==> config.mk <==
export PLATFORM = sky130hd
export DESIGN_NAME = reversible_deque
export DESIGN_NICKNAME = d
export VERILOG_FILES = /design/src/rtl/core/rdq_pkg.sv /design/src/rtl/core/rdq_mem.sv /design/src/rtl/core/rdq_ctrl.sv /design/src/rtl/core/reversible_deque.sv
export VERILOG_INCLUDE_DIRS = /design/src /design/src/rtl/core
export SDC_FILE = /design/constraint.sdc
export NUM_CORES = 1
export LEC_CHECK = 0
export ABC_AREA = 0
export CAP_MARGIN = 10
export CORE_MARGIN = 4
export CORE_UTILIZATION = 40
export CTS_CLUSTER_DIAMETER = 80
export CTS_CLUSTER_SIZE = 30
export DETAILED_ROUTE_END_ITERATION = 8
export DONT_BUFFER_PORTS = 1
export PLACE_DENSITY = 0.54
export SLEW_MARGIN = 30
export SYNTH_ARGS = -nofsm -noshare
export SYNTH_HDL_FRONTEND = slang
export SYNTH_SLANG_ARGS = --single-unit
==> constraint.sdc <==
create_clock -name aclk -period 5.4 [get_ports aclk]
set_input_delay 0.54 -clock aclk [delete_from_list [all_inputs] [get_ports aclk]]
set_output_delay 0.54 -clock aclk [all_outputs]
set_load 0.01 [all_outputs]
==> src/rtl/core/reversible_deque_defines.svh <==
// ----------------------------------------------------------------------------
// reversible_deque_defines
// Assertion macros shared by the deque RTL.
// ----------------------------------------------------------------------------
`ifndef REVERSIBLE_DEQUE_DEFINES_SVH
`define REVERSIBLE_DEQUE_DEFINES_SVH

// same-cycle implication, checked outside reset
`define RDQ_ASSERT_NOW(lbl, ante, cons) \
    lbl: assert property (@(posedge aclk) disable iff (!aresetn) (ante) |-> (cons)) \
        else $error("reversible_deque: same-cycle check failed");

// next-cycle implication, checked outside reset
`define RDQ_ASSERT_NEXT(lbl, ante, cons) \
    lbl: assert property (@(posedge aclk) disable iff (!aresetn) (ante) |=> (cons)) \
        else $error("reversible_deque: next-cycle check failed");

`endif

==> src/rtl/core/rdq_pkg.sv <==
// ----------------------------------------------------------------------------
// rdq_pkg
// Types, codes and slot arithmetic for the reversible deque.
// ----------------------------------------------------------------------------
package rdq_pkg;

    localparam int CAPACITY = 16;
    localparam int ADDR_W   = (CAPACITY > 1) ? $clog2(CAPACITY) : 1;
    localparam int CNT_W    = $clog2(CAPACITY + 1);
    localparam int SUM_W    = ADDR_W + 1;
    localparam int WORD_W   = 32;
    localparam int MODE_W   = 3;
    localparam int STATUS_W = 2;
    localparam int COUNT_W  = 5;

    typedef logic [ADDR_W-1:0]   slot_t;
    typedef logic [CNT_W-1:0]    cnt_t;
    typedef logic [WORD_W-1:0]   word_t;
    typedef logic [MODE_W-1:0]   mode_t;
    typedef logic [STATUS_W-1:0] status_t;

    localparam mode_t MODE_PUSH_BACK  = 3'd0;
    localparam mode_t MODE_PUSH_FRONT = 3'd1;
    localparam mode_t MODE_POP_BACK   = 3'd2;
    localparam mode_t MODE_POP_FRONT  = 3'd3;
    localparam mode_t MODE_TOGGLE     = 3'd4;

    localparam status_t STATUS_DONE      = 2'd0;
    localparam status_t STATUS_POP_EMPTY = 2'd1;
    localparam status_t STATUS_PUSH_FULL = 2'd2;

    localparam slot_t LAST_SLOT  = slot_t'(CAPACITY - 1);
    localparam cnt_t  FULL_CNT   = cnt_t'(CAPACITY);
    localparam word_t EMPTY_WORD = '1;

    // memory request issued with each transfer
    typedef struct packed {
        logic  wr_en;
        slot_t wr_addr;
        word_t wr_data;
        slot_t head_addr;
        slot_t tail_addr;
    } mem_cmd_t;

    // pointer state after the operation, carried alongside the read
    typedef struct packed {
        cnt_t    count;
        logic    reversed;
        status_t status;
    } step_info_t;

    // first slot plus an offset below the capacity, folded back into the ring
    function automatic slot_t slot_wrap(input logic [SUM_W-1:0] sum);
        logic [SUM_W-1:0] cap;
        cap = SUM_W'(CAPACITY);
        if (sum >= cap) begin
            return slot_t'(sum - cap);
        end
        return slot_t'(sum);
    endfunction

endpackage

==> src/rtl/core/rdq_mem.sv <==
// ----------------------------------------------------------------------------
// rdq_mem
// Word store: one write port, two registered read ports, write-first bypass.
// ----------------------------------------------------------------------------
module rdq_mem
    import rdq_pkg::*;
(
    input  logic     aclk,
    input  logic     rd_en,
    input  mem_cmd_t cmd,
    output word_t    head_q,
    output word_t    tail_q
);

    word_t store [CAPACITY];

    always_ff @(posedge aclk) begin
        if (cmd.wr_en) begin
            store[cmd.wr_addr] <= cmd.wr_data;
        end
    end

    // a push lands on the same slot that is read back in the same cycle
    always_ff @(posedge aclk) begin
        if (rd_en) begin
            head_q <= (cmd.wr_en && cmd.wr_addr == cmd.head_addr) ? cmd.wr_data
                                                                   : store[cmd.head_addr];
            tail_q <= (cmd.wr_en && cmd.wr_addr == cmd.tail_addr) ? cmd.wr_data
                                                                   : store[cmd.tail_addr];
        end
    end

endmodule

==> src/rtl/core/rdq_ctrl.sv <==
// ----------------------------------------------------------------------------
// rdq_ctrl
// End pointers, count and reversal flag; decodes one operation per transfer.
// ----------------------------------------------------------------------------
module rdq_ctrl
    import rdq_pkg::*;
(
    input  logic       aclk,
    input  logic       aresetn,
    input  logic       accept,
    input  mode_t      mode,
    input  word_t      value,
    output mem_cmd_t   cmd,
    output step_info_t info
);

    slot_t first_reg, first_next;
    cnt_t  count_reg, count_next;
    logic  rev_reg, rev_next;

    status_t          status;
    logic             put_tail, put_head, drop_tail, drop_head;
    logic             full, empty;
    slot_t            slot_inc, slot_dec;
    logic [SUM_W-1:0] end_sum, tail_sum;

    always_comb begin
        put_tail  = (mode == MODE_PUSH_BACK  && !rev_reg) || (mode == MODE_PUSH_FRONT && rev_reg);
        put_head  = (mode == MODE_PUSH_FRONT && !rev_reg) || (mode == MODE_PUSH_BACK  && rev_reg);
        drop_tail = (mode == MODE_POP_BACK   && !rev_reg) || (mode == MODE_POP_FRONT  && rev_reg);
        drop_head = (mode == MODE_POP_FRONT  && !rev_reg) || (mode == MODE_POP_BACK   && rev_reg);
        full      = (count_reg == FULL_CNT);
        empty     = (count_reg == '0);
        slot_inc  = (first_reg == LAST_SLOT) ? '0 : first_reg + 1'b1;
        slot_dec  = (first_reg == '0) ? LAST_SLOT : first_reg - 1'b1;
        end_sum   = {1'b0, first_reg} + SUM_W'(count_reg);

        first_next  = first_reg;
        count_next  = count_reg;
        rev_next    = rev_reg;
        status      = STATUS_DONE;
        cmd.wr_en   = 1'b0;
        cmd.wr_addr = slot_wrap(end_sum);
        cmd.wr_data = value;

        if (put_tail || put_head) begin
            if (full) begin
                status = STATUS_PUSH_FULL;
            end else begin
                count_next = count_reg + 1'b1;
                cmd.wr_en  = 1'b1;
                if (put_head) begin
                    first_next  = slot_dec;
                    cmd.wr_addr = slot_dec;
                end
            end
        end else if (drop_tail || drop_head) begin
            if (empty) begin
                status = STATUS_POP_EMPTY;
            end else begin
                count_next = count_reg - 1'b1;
                // the last word out returns the ring to slot zero
                if (count_reg == cnt_t'(1)) begin
                    first_next = '0;
                end else if (drop_head) begin
                    first_next = slot_inc;
                end
            end
        end else if (mode == MODE_TOGGLE) begin
            rev_next = !rev_reg;
        end

        // tail slot is meaningless when the deque ends up empty
        tail_sum      = {1'b0, first_next} + SUM_W'(count_next) - SUM_W'(1);
        cmd.head_addr = first_next;
        cmd.tail_addr = slot_wrap(tail_sum);

        info.count    = count_next;
        info.reversed = rev_next;
        info.status   = status;
    end

    always_ff @(posedge aclk) begin
        if (!aresetn) begin
            first_reg <= '0;
            count_reg <= '0;
            rev_reg   <= 1'b0;
        end else if (accept) begin
            first_reg <= first_next;
            count_reg <= count_next;
            rev_reg   <= rev_next;
        end
    end

endmodule

==> src/rtl/core/reversible_deque.sv <==
// Throughput: one item per cycle while the m_ side is not stalled (m_tready
// high); the pointer update and the registered two-port read of the word store
// overlap, and the result is registered again before it appears on the m_ side.
// Reset (aresetn low, synchronous) clears the end pointers, count, reversal
// flag and both valid stages; the word store is not cleared.
// ----------------------------------------------------------------------------
// reversible_deque
// Double-ended queue of 32-bit words in a ring store, with a one-step reverse.
// ----------------------------------------------------------------------------
`include "reversible_deque_defines.svh"

module reversible_deque
    import rdq_pkg::*;
(
    input  logic        aclk,
    input  logic        aresetn,
    input  logic        s_tvalid,
    output logic        s_tready,
    input  logic [31:0] s_tdata,   // [31:0] value
    input  logic [2:0]  s_tuser,   // [2:0] mode
    output logic        m_tvalid,
    input  logic        m_tready,
    output logic [71:0] m_tdata,   // [31:0] front_value, [63:32] back_value,
                                   // [68:64] count, [69] is_empty, rest zero
    output logic [1:0]  m_tuser    // [1:0] status
);

    mem_cmd_t   cmd;
    step_info_t info;
    word_t      head_q, tail_q;
    logic       s_acc, advance, st1_empty;

    logic       st1_valid_reg;
    step_info_t st1_info_reg;

    logic       m_valid_reg, m_valid_next;
    word_t      out_front_reg, out_back_reg;
    cnt_t       out_count_reg;
    logic       out_empty_reg;
    status_t    out_status_reg;

    assign advance  = st1_valid_reg && (!m_valid_reg || m_tready);
    assign s_tready = !st1_valid_reg || advance;
    assign s_acc    = s_tvalid && s_tready;

    rdq_ctrl u_ctrl (
        .aclk    (aclk),
        .aresetn (aresetn),
        .accept  (s_acc),
        .mode    (s_tuser),
        .value   (s_tdata[WORD_W-1:0]),
        .cmd     (cmd),
        .info    (info)
    );

    // read data holds while the stage is stalled
    rdq_mem u_mem (
        .aclk   (aclk),
        .rd_en  (s_acc),
        .cmd    (cmd),
        .head_q (head_q),
        .tail_q (tail_q)
    );

    always_ff @(posedge aclk) begin
        if (!aresetn) begin
            st1_valid_reg <= 1'b0;
        end else if (s_acc) begin
            st1_valid_reg <= 1'b1;
        end else if (advance) begin
            st1_valid_reg <= 1'b0;
        end
    end

    always_ff @(posedge aclk) begin
        if (s_acc) begin
            st1_info_reg <= info;
        end
    end

    assign st1_empty = (st1_info_reg.count == '0);

    always_comb begin
        m_valid_next = m_valid_reg;
        if (advance) begin
            m_valid_next = 1'b1;
        end else if (m_tready) begin
            m_valid_next = 1'b0;
        end
    end

    always_ff @(posedge aclk) begin
        if (!aresetn) begin
            m_valid_reg <= 1'b0;
        end else begin
            m_valid_reg <= m_valid_next;
        end
    end

    // swap ends while reversed
    always_ff @(posedge aclk) begin
        if (advance) begin
            out_front_reg  <= st1_empty ? EMPTY_WORD
                            : (st1_info_reg.reversed ? tail_q : head_q);
            out_back_reg   <= st1_empty ? EMPTY_WORD
                            : (st1_info_reg.reversed ? head_q : tail_q);
            out_count_reg  <= st1_info_reg.count;
            out_empty_reg  <= st1_empty;
            out_status_reg <= st1_info_reg.status;
        end
    end

    assign m_tvalid = m_valid_reg;
    assign m_tdata  = {2'b00, out_empty_reg, COUNT_W'(out_count_reg), out_back_reg,
                       out_front_reg};
    assign m_tuser  = out_status_reg;

    `RDQ_ASSERT_NOW(a_count_in_range, st1_valid_reg, st1_info_reg.count <= FULL_CNT)
    `RDQ_ASSERT_NOW(a_full_status_only_when_full,
                    m_valid_reg && out_status_reg == STATUS_PUSH_FULL,
                    out_count_reg == FULL_CNT)
    `RDQ_ASSERT_NOW(a_empty_status_only_when_empty,
                    m_valid_reg && out_status_reg == STATUS_POP_EMPTY, out_empty_reg)
    `RDQ_ASSERT_NEXT(a_transfer_reaches_stage, s_acc, st1_valid_reg)

endmodule
# == Yosys cells after proc, flatten, opt, wreduce, memory -nomap -nowiden ==
# Memories as Yosys holds them, arrays and structs flattened. A register that Yosys moved wholly into a read port is not among the register bits.
# Cells that the tools add are included.
# op_classes
add_sub_neg,9
n_div,0
n_eq_ne,7
n_reduce_logical,27
n_lt_le_gt_ge,2
n_mul,0
bitwise_logic,0
muxes,37
n_shift,0
# ops
operator,count
$mux 32,2
$mux 4,14
$mux 5,6
$mux 1,12
$sub 4x1->4 const B,3
$add 4x5->5,2
$ge 5x5->1 const B,2
$logic_and 1x1->1,10
$logic_not 5->1,2
$sub 5x1->5 const B,2
$logic_or 1x1->1,8
$eq 3x2->1 const B,2
$mux 2,3
$add 5x1->5 const B,1
$eq 5x1->1 const B,1
$eq 5x5->1 const B,1
$add 4x1->4 const B,1
$eq 4x4->1 const B,1
$logic_not 4->1,1
$reduce_bool 2->1,2
$eq 3x1->1 const B,1
$eq 3x3->1 const B,1
$logic_not 1->1,3
$logic_not 3->1,1
# totals
memories,1
mem_bits_rw,512
reg_bits,92
word_cells,96
mem_bits_ro,0
input_bits,39
latch_bits,0
# memory_table
name,depth,width,rd,rd_clocked_by_memory_dff,write_ports,line,text
u_mem.store,16,32,2,2,1,rdq_mem.sv:15,word_t store [CAPACITY];

# == Logic depth before layout (Yosys ltp) ==
# Gate-level depths: netlist of run 1.
# depth
depth_word,13
depth_mapped,20
mapped_depth_nobuf,18

# == By module ==
# Synthesis of run 1 repeated with hierarchy kept, for this count alone.
# hier_totals
cells_unflattened,1671
hier_area_um2,30978.5
# modules_own_cells
mod,cells_per_inst,instances,area_per_inst_um2,seq_area_each_um2
rdq_mem,1220,1,25650.9,17296.6
reversible_deque,244,1,3708.6,2442.3
rdq_ctrl,207,1,1619.1,200.2

# == Worst setup path before layout of run 1 ==
# Ideal clock, no wire load.
# synth_path
path_kind,reg2reg
start,reg u_ctrl.count_reg[1]
end,"reg u_mem.tail_q[11] (read register of u_mem.store), data pin"
path_slack_ns,0.318
stages_incl_launch_ff,21
t_required_ns,5.138
arrival_ns,4.820
cell_sequence,dfxtp_1 > inv_1 > ha_1 > or4b_1 > buf_2 > nand2_1 > a21oi_1 > o2bb2ai_1 > clkbuf_1 > buf_1 > xnor2_1 > ha_1 > inv_1 > fa_1 > xnor2_1 > xnor2_4 > xnor2_2 > buf_2 > mux2i_1 > mux2i_1 > mux2_1
# synth_between
elab_chain_cells,10
# synth_lines
element,line,text
"start, declared",rdq_ctrl.sv:18,"cnt_t count_reg, count_next;"
"start signal, assigned",rdq_ctrl.sv:90,count_reg <= count_next;
branches (longest 5 deep; another with $sub 5x1->5),n/a,
$add 4x5->5 *,rdq_ctrl.sv:74,"tail_sum = {1'b0, first_next} + SUM_W'(count_next) - SUM_W'(1);"
$sub 5x1->5 *,rdq_ctrl.sv:74,
$sub 4x1->4 or $ge 5x5->1 (tied branches),"rdq_pkg.sv:57, rdq_pkg.sv:56",
$mux 4 or $mux 1 (tied branches),rdq_pkg.sv:56,if (sum >= cap) begin
$mux 4 *,rdq_pkg.sv:59,return slot_t'(sum);
"end, declared",rdq_mem.sv:12,output word_t tail_q
# Every way passes the cells marked *. The select of a mux whose other input is x is not followed.
# A chain may end at the register's enable or synchronous reset.

# == Final worst setup path of run 1 ==
# layout_path
start,reg u_ctrl.count_reg[0]
end,"reg u_mem.tail_q[11] (read register of u_mem.store), data pin"
# Same word-level chain as after synthesis.

==> metrics, run 1 <==
Syn. warnings=0; I/O pins=115; CP Data Arrival Time=5.42 ns; drc violations=0; top layer in use=met4; GPL Wtd Cong=0.8133; CTS buffer count=34; pin count of the biggest net entering global routing=114; CP max stage delay=0.58 ns; fmax=0.1975 GHz; DRT Wirelength=87,600 um; layout cell share with drive strength beyond 1=0.1819; asr flop ratio synth=0; number of library cell types mapped by synthesis=63; worst hold path type=in -> reg; Synth Flop Type=edfxtp_1; post-layout minimum cycle time=5.064 ns; CTS sink cnt=668; synthesized cell area=31,010 um2; Syn Inst Count=1,852; setup repair after global routing missed its margin=false; crit path max-delay cell type=a221oi_4; post-CTS setup buffer count=0; CP max FO=21; VDD IR max=0.2715 mV; initial antenna violation count=1; setup_tns=0 ns; Syn-to-layout area delta=10.03%; vias in the first global route=17,900; Std-Cell Rows=101; GRT Total Usage=0.2101; final hold violations=0; met2 wire length=43,090 um; Max Cap Viol=0; drt initial violations=1,710; Worst EP required=5.76 ns; first-pass GRT wire length=125,900 um; die area=82,040 um2; Leak=11.22 nW; Port Buffers=0; Initial Util=0.4063; clock tree buffer depth=3; Setup-failing EPs final=0; Worst-Margin Slew=0.9971 ns; Largest register FFs=512; Post-synth EDFFs=656; Reg clk slew, reported paths=0.11 ns; Worst setup SP type=register; drt wl/cell=30.14 um; critical path class=reg -> reg; Slew headroom=0.3353; core area=76,330 um2; Slew Viols, Final=0; Top reg by flops=u_mem.store; H-tree depth=2; count of nets after finishing=1,904; register area=19,940 um2; multi-input logic area=10,730 um2; mean cell area of the mapped netlist=16.74 um2; post-DP HPWL=47,830 um; Clock Tree Root=clkbuf_16; drt pass-1 iters=5; commonest cells after routing, fill and taps aside=edfxtp_1, mux2i_1, mux4_2; chip height=286.4 um; cells along the critical path=inv_1 > ha_1 > and4bb_2 > nor2_1 > o311ai_1 > a221oi_4 > inv_2 > ha_1 > fa_2 > xnor2_1 > xnor2_4 > xnor2_4 > buf_12 > buf_12 > mux2i_1 > mux2i_1 > mux2_1; CP Capture Type=register; post-synthesis sequential area ratio=0.6430; fin crit share=0.9378; average vias per placed instance=5.991; routed vias=17,410; Cell Pwr Density=397.7 nW/um2; post-route ant nets=0; clock skew=0.04524 ns; outcome=finished, final reports clean; fill cell count=6,684; Clk Latency, worst-skew pair=0.61 ns; #FFs+latches synth=668; dpl cells=2,814; DR WL met3=4907 um; DIE WIDTH=286.4 um; GR Overflow Total=0; Met1 Routed Length=37,500 um; CTS tree=built; non-filler cells, final=2,906; commonest non-fill, non-tap cell in the layout=edfxtp_1
==> critical path: cells and delay by family (launching register included) <==
kind	cells	cell delay [ns]
and+or+nand+nor	2	0.48
buffers and inverters	4	0.66
AOI/OAI and AO/OA	2	0.78
adders and majority gates	3	0.95
muxes	3	0.64
DFF	1	0.55
xor gates and xnor gates	3	0.72
==> worst paths after layout <==
path	startpoint	endpoint	slack [ns]	cells past startpoint
max	u_ctrl.count_reg[0]	u_mem.tail_q[11]	0.34	17
min	s_tdata[10]	u_mem.store[5][10]	0.03	0
max reg2reg	u_ctrl.count_reg[0]	u_mem.tail_q[11]	0.34	17
min reg2reg	st1_info_reg[1]	m_tuser[1]	0.45	0
==> stage by stage <==
stage | power (mW) | hold WS, ns | setup WS [ns] | utilization | instance area (um2)
after floorplan | 9.359 | 0.4003 | 0.3182 | - | 31010
after global routing | 14.18 | 0.0001609 | 0.01388 | 0.4470 | 34120
final | 13.57 | 0.03399 | 0.3357 | 0.4470 | 34120
after detailed placement | 10.57 | 0.4267 | 0.2935 | 0.4281 | 32670
after global placement | 10.52 | 0.4160 | 0.4395 | 0.4280 | 32670
after CTS | 13.69 | 0.00009953 | 0.3212 | 0.4466 | 34090
==> synthesized netlist by cell type (5+ instances only) <==
master	instances	area (um2)
edfxtp_1	656	19700
mux2i_1	416	4164
mux4_2	128	2883
o22ai_1	126	788.3
nand2_1	104	390.4
clkbuf_1	57	214.0
mux2_2	54	608.1
buf_2	53	265.3
nor2_1	35	131.4
or4_1	31	232.7
buf_1	14	52.55
inv_1	14	52.55
nand3_1	14	70.07
xnor2_1	13	113.9
dfxtp_1	12	240.2
ha_1	12	150.1
mux2_1	11	123.9
xor2_1	8	70.07
a21oi_1	7	35.03
nand2b_1	6	37.54
a31oi_1	5	31.28
==> cells by family after synthesis <==
kind of cell             share of synthesized area
flip-flops                                  0.6430
multiplexers                                0.2508
AND/OR/NAND/NOR                            0.03623
AO/OA/AOI/OAI                              0.03611
buffers and inverters                      0.02021
XOR/XNOR                                  0.007344
adder cells (fa/ha/maj)                   0.006133
other                                    0.0001209
==> repair_timing <==
action                    CTS  global route
hold endpoints to repair  250            14
gates resized for setup     0             0
hold buffers               28             3
==> metal layers <==
metal | up-vias | GRT usage
met4 | 0 | 0.05054
met2 | 588 | 0.3582
met3 | 110 | 0.03630
li1 | 7463 | -
met5 | - | 0
met1 | 9248 | 0.2820
==> area by class of cell <==
class                           count  area share
Tap cell                         1030     0.03777
Antenna cell                        1  0.00007334
Timing Repair Buffer               91     0.02816
Clock buffer                       35     0.02504
Sequential cell                   668      0.5844
Inverter                           16    0.001797
Multi-Input combinational cell   1040      0.3145
Clock inverter                     25    0.008251
==> power by group <==
| part | internal (mW) | leakage [nW] | switching [mW] |
|---|---|---|---|
| clock network | 1.29 | 0.538 | 1.79 |
| logic | 1.93 | 4.59 | 2.11 |
| registers | 6.20 | 6.09 | 0.245 |
Power figures use the tool's default switching activity.
==> run 2: changes to the inputs <==
Settings changed: CORE_ASPECT_RATIO from default to 1.5, CORE_UTILIZATION 40 to 58, PLACE_DENSITY 0.54 to 0.74.
==> metrics, run 2 (synthesized netlist as in run 1, its figures left out) <==
outcome=finished, final reports clean; clock skew=0.02889 ns (-0.01636 ns); Slew headroom=0.2451 (-0.09016); Port Buffers=0 (unchanged); DIE WIDTH=196.8 um (-31%); vias in the first global route=18,450 (+3.1%); Initial Util=0.5869 (+0.1806); FF-to-FF path depth=17 (unchanged); Clock Tree Root=clkbuf_16; pin count of the biggest net entering global routing=139 (+22%); setup slack, reg-to-reg=0.37 ns (+0.04 ns); Worst Min Path Start=s_tdata[26]; worst hold path type=in -> reg; GR Overflow Total=0 (unchanged); Top reg by flops=u_mem.store; clock tree buffer depth=3 (unchanged); crit path max-delay cell type=or4b_1; critical path class=reg -> reg; average vias per placed instance=7.043 (+18%); final hold violations=0 (unchanged); Worst EP required=5.79 ns (+0.03 ns); setup_tns=0 ns (unchanged); Largest register FFs=512 (unchanged); post-layout minimum cycle time=5.027 ns (-0.03717 ns); setup repair after global routing missed its margin=false; I/O pins=115 (unchanged); fin crit share=0.9309 (-0.006884); post-route ant nets=0 (unchanged); CP Capture Type=register; fmax=0.1989 GHz (+0.74%); Slew Viols, Final=0 (unchanged); count of nets after finishing=1,915 (+0.58%); Setup-failing EPs final=0 (unchanged); VDD IR max=0.3862 mV (+42%); layout cell share with drive strength beyond 1=0.1681 (-0.01378); routed vias=18,000 (+3.4%); RR Startpoint=u_ctrl.count_reg[1]; CP max FO=18 (-14%); Max Cap Viol=0 (unchanged); register area=19,940 um2 (unchanged); Std-Cell Rows=103 (+2.0%); first-pass GRT wire length=117,300 um (-6.8%); Worst-Margin Slew=1.132 ns (+0.1352 ns); DRT Wirelength=81,140 um (-7.4%); r2r endpoint=u_mem.tail_q[0]; die area=57,300 um2 (-30%); drt initial violations=1,862 (+8.9%); commonest non-fill, non-tap cell in the layout=edfxtp_1; CP bufs+invs=4 (unchanged); drc violations=0 (unchanged); placed instance area=32,190 um2 (-1.5%); n_diodes=0 (-1); CTS buffer count=26 (-24%); final instance area=33,490 um2 (-1.9%); cells along the critical path=inv_1 > ha_1 > or4b_1 > nand3_1 > xor2_1 > a221oi_4 > inv_2 > ha_1 > fa_2 > xnor2_1 > xnor2_4 > xnor2_4 > buf_12 > buf_12 > mux2i_1 > mux2i_1 > mux2_2; dpl cells=2,464 (-12%); CP Data Arrival Time=5.41 ns (about the same); Min Hold Slack=0.02427 ns (-0.009720 ns); fill cell count=3,714 (-44%); post-route setup slack=0.3729 ns (+0.03717 ns); cts repair resizes=0 (unchanged); hold worst-path end=u_mem.store[12][26]; CP max stage delay=0.51 ns (-0.07 ns); core area=52,840 um2 (-31%); Reg clk slew, reported paths=0.12 ns (about the same); H-tree depth=1 (-1); WHS Path Cells=0 (unchanged); multi-input logic area=10,640 um2 (-0.89%); non-filler cells, final=2,556 (-12%); Leak=11.15 nW (-0.66%); Syn-to-layout area delta=7.993%; CTS sink cnt=668 (unchanged); CTS tree=built; chip height=291.2 um (+1.7%); Top delay family on crit path=adder cells; Worst setup SP type=register; GRT Total Usage=0.2754 (+0.06533); commonest cells after routing, fill and taps aside=edfxtp_1, mux2i_1, mux4_2; Cell Pwr Density=386.4 nW/um2 (-2.8%); post-DP HPWL=44,740 um (-6.5%); Place WS=0.2335 ns (-0.06005 ns); initial antenna violation count=0 (-1); Clk Latency, worst-skew pair=0.62 ns (about the same); drt pass-1 iters=7 (+2); drt wl/cell=31.74 um (+5.3%); GPL Wtd Cong=0.8830 (+8.6%)
## run 2: cell count changes in the layout (fill, tap and decap cells not counted), sizes merged
cell | previous run | this run
buf | 60 | 64
bufinv | 1 | 0
clkbuf | 35 | 36
clkinv | 13 | 5
clkinvlp | 4 | 0
diode | 1 | 0
dlygate4sd3 | 31 | 46
inv | 23 | 15
## run 2: how the worst max path moves through the flow
stage                              from          endpoint  slack [ns]  cells past startpoint
finish              u_ctrl.count_reg[1]   u_mem.tail_q[0]        0.37                     17
global route        u_ctrl.count_reg[1]  u_mem.tail_q[15]        0.12                     17
floorplan           u_ctrl.count_reg[1]  u_mem.tail_q[11]        0.32                     20
CTS                 u_ctrl.count_reg[1]   u_mem.tail_q[0]        0.17                     16
detailed placement  u_ctrl.count_reg[1]   u_mem.tail_q[0]        0.23                     16
global placement    u_ctrl.count_reg[1]   u_mem.tail_q[4]        0.42                     16
## run 2: power breakdown
group	switching, mW	internal (mW)	total, mW	leakage (nW)
Combinational	2.08	1.99	4.07	4.69
Clock	1.52	0.936	2.45	0.362
Sequential	0.224	6.20	6.42	6.09
Total	3.82	9.12	12.9	11.1
## run 2: stage by stage
step / total power, mW / utilization
finish: 12.94 / 0.6338
floorplan: 9.359 / -
detailed placement: 10.48 / 0.6092
global route: 13.43 / 0.6338
global placement: 10.35 / 0.6092
CTS: 12.91 / 0.6295
## run 2: layout make-up
class,instances,share of cell area
sequential,668,0.5954
multi-input combinational,1040,0.3177
timing repair buffer,110,0.03751
tap,682,0.02548
clock buffer,36,0.02118
inverter,16,0.001831
clock inverter,4,0.0009341
## run 2: metal layers
metal  vias up  share of wire  GRT usage
li1       7465              -          -
met1      9347           0.36     0.3475
met2       957           0.52     0.4838
met3       234          0.076    0.03856
met4         0          0.044     0.1058
met5         -              0          0
## run 2: timing repair
item | CTS | global route
hold endpoints to repair | 286 | 61
hold buffers | 33 | 13
setup buffers | 0 | 4
endpoints found under the setup margin | 0 | 30
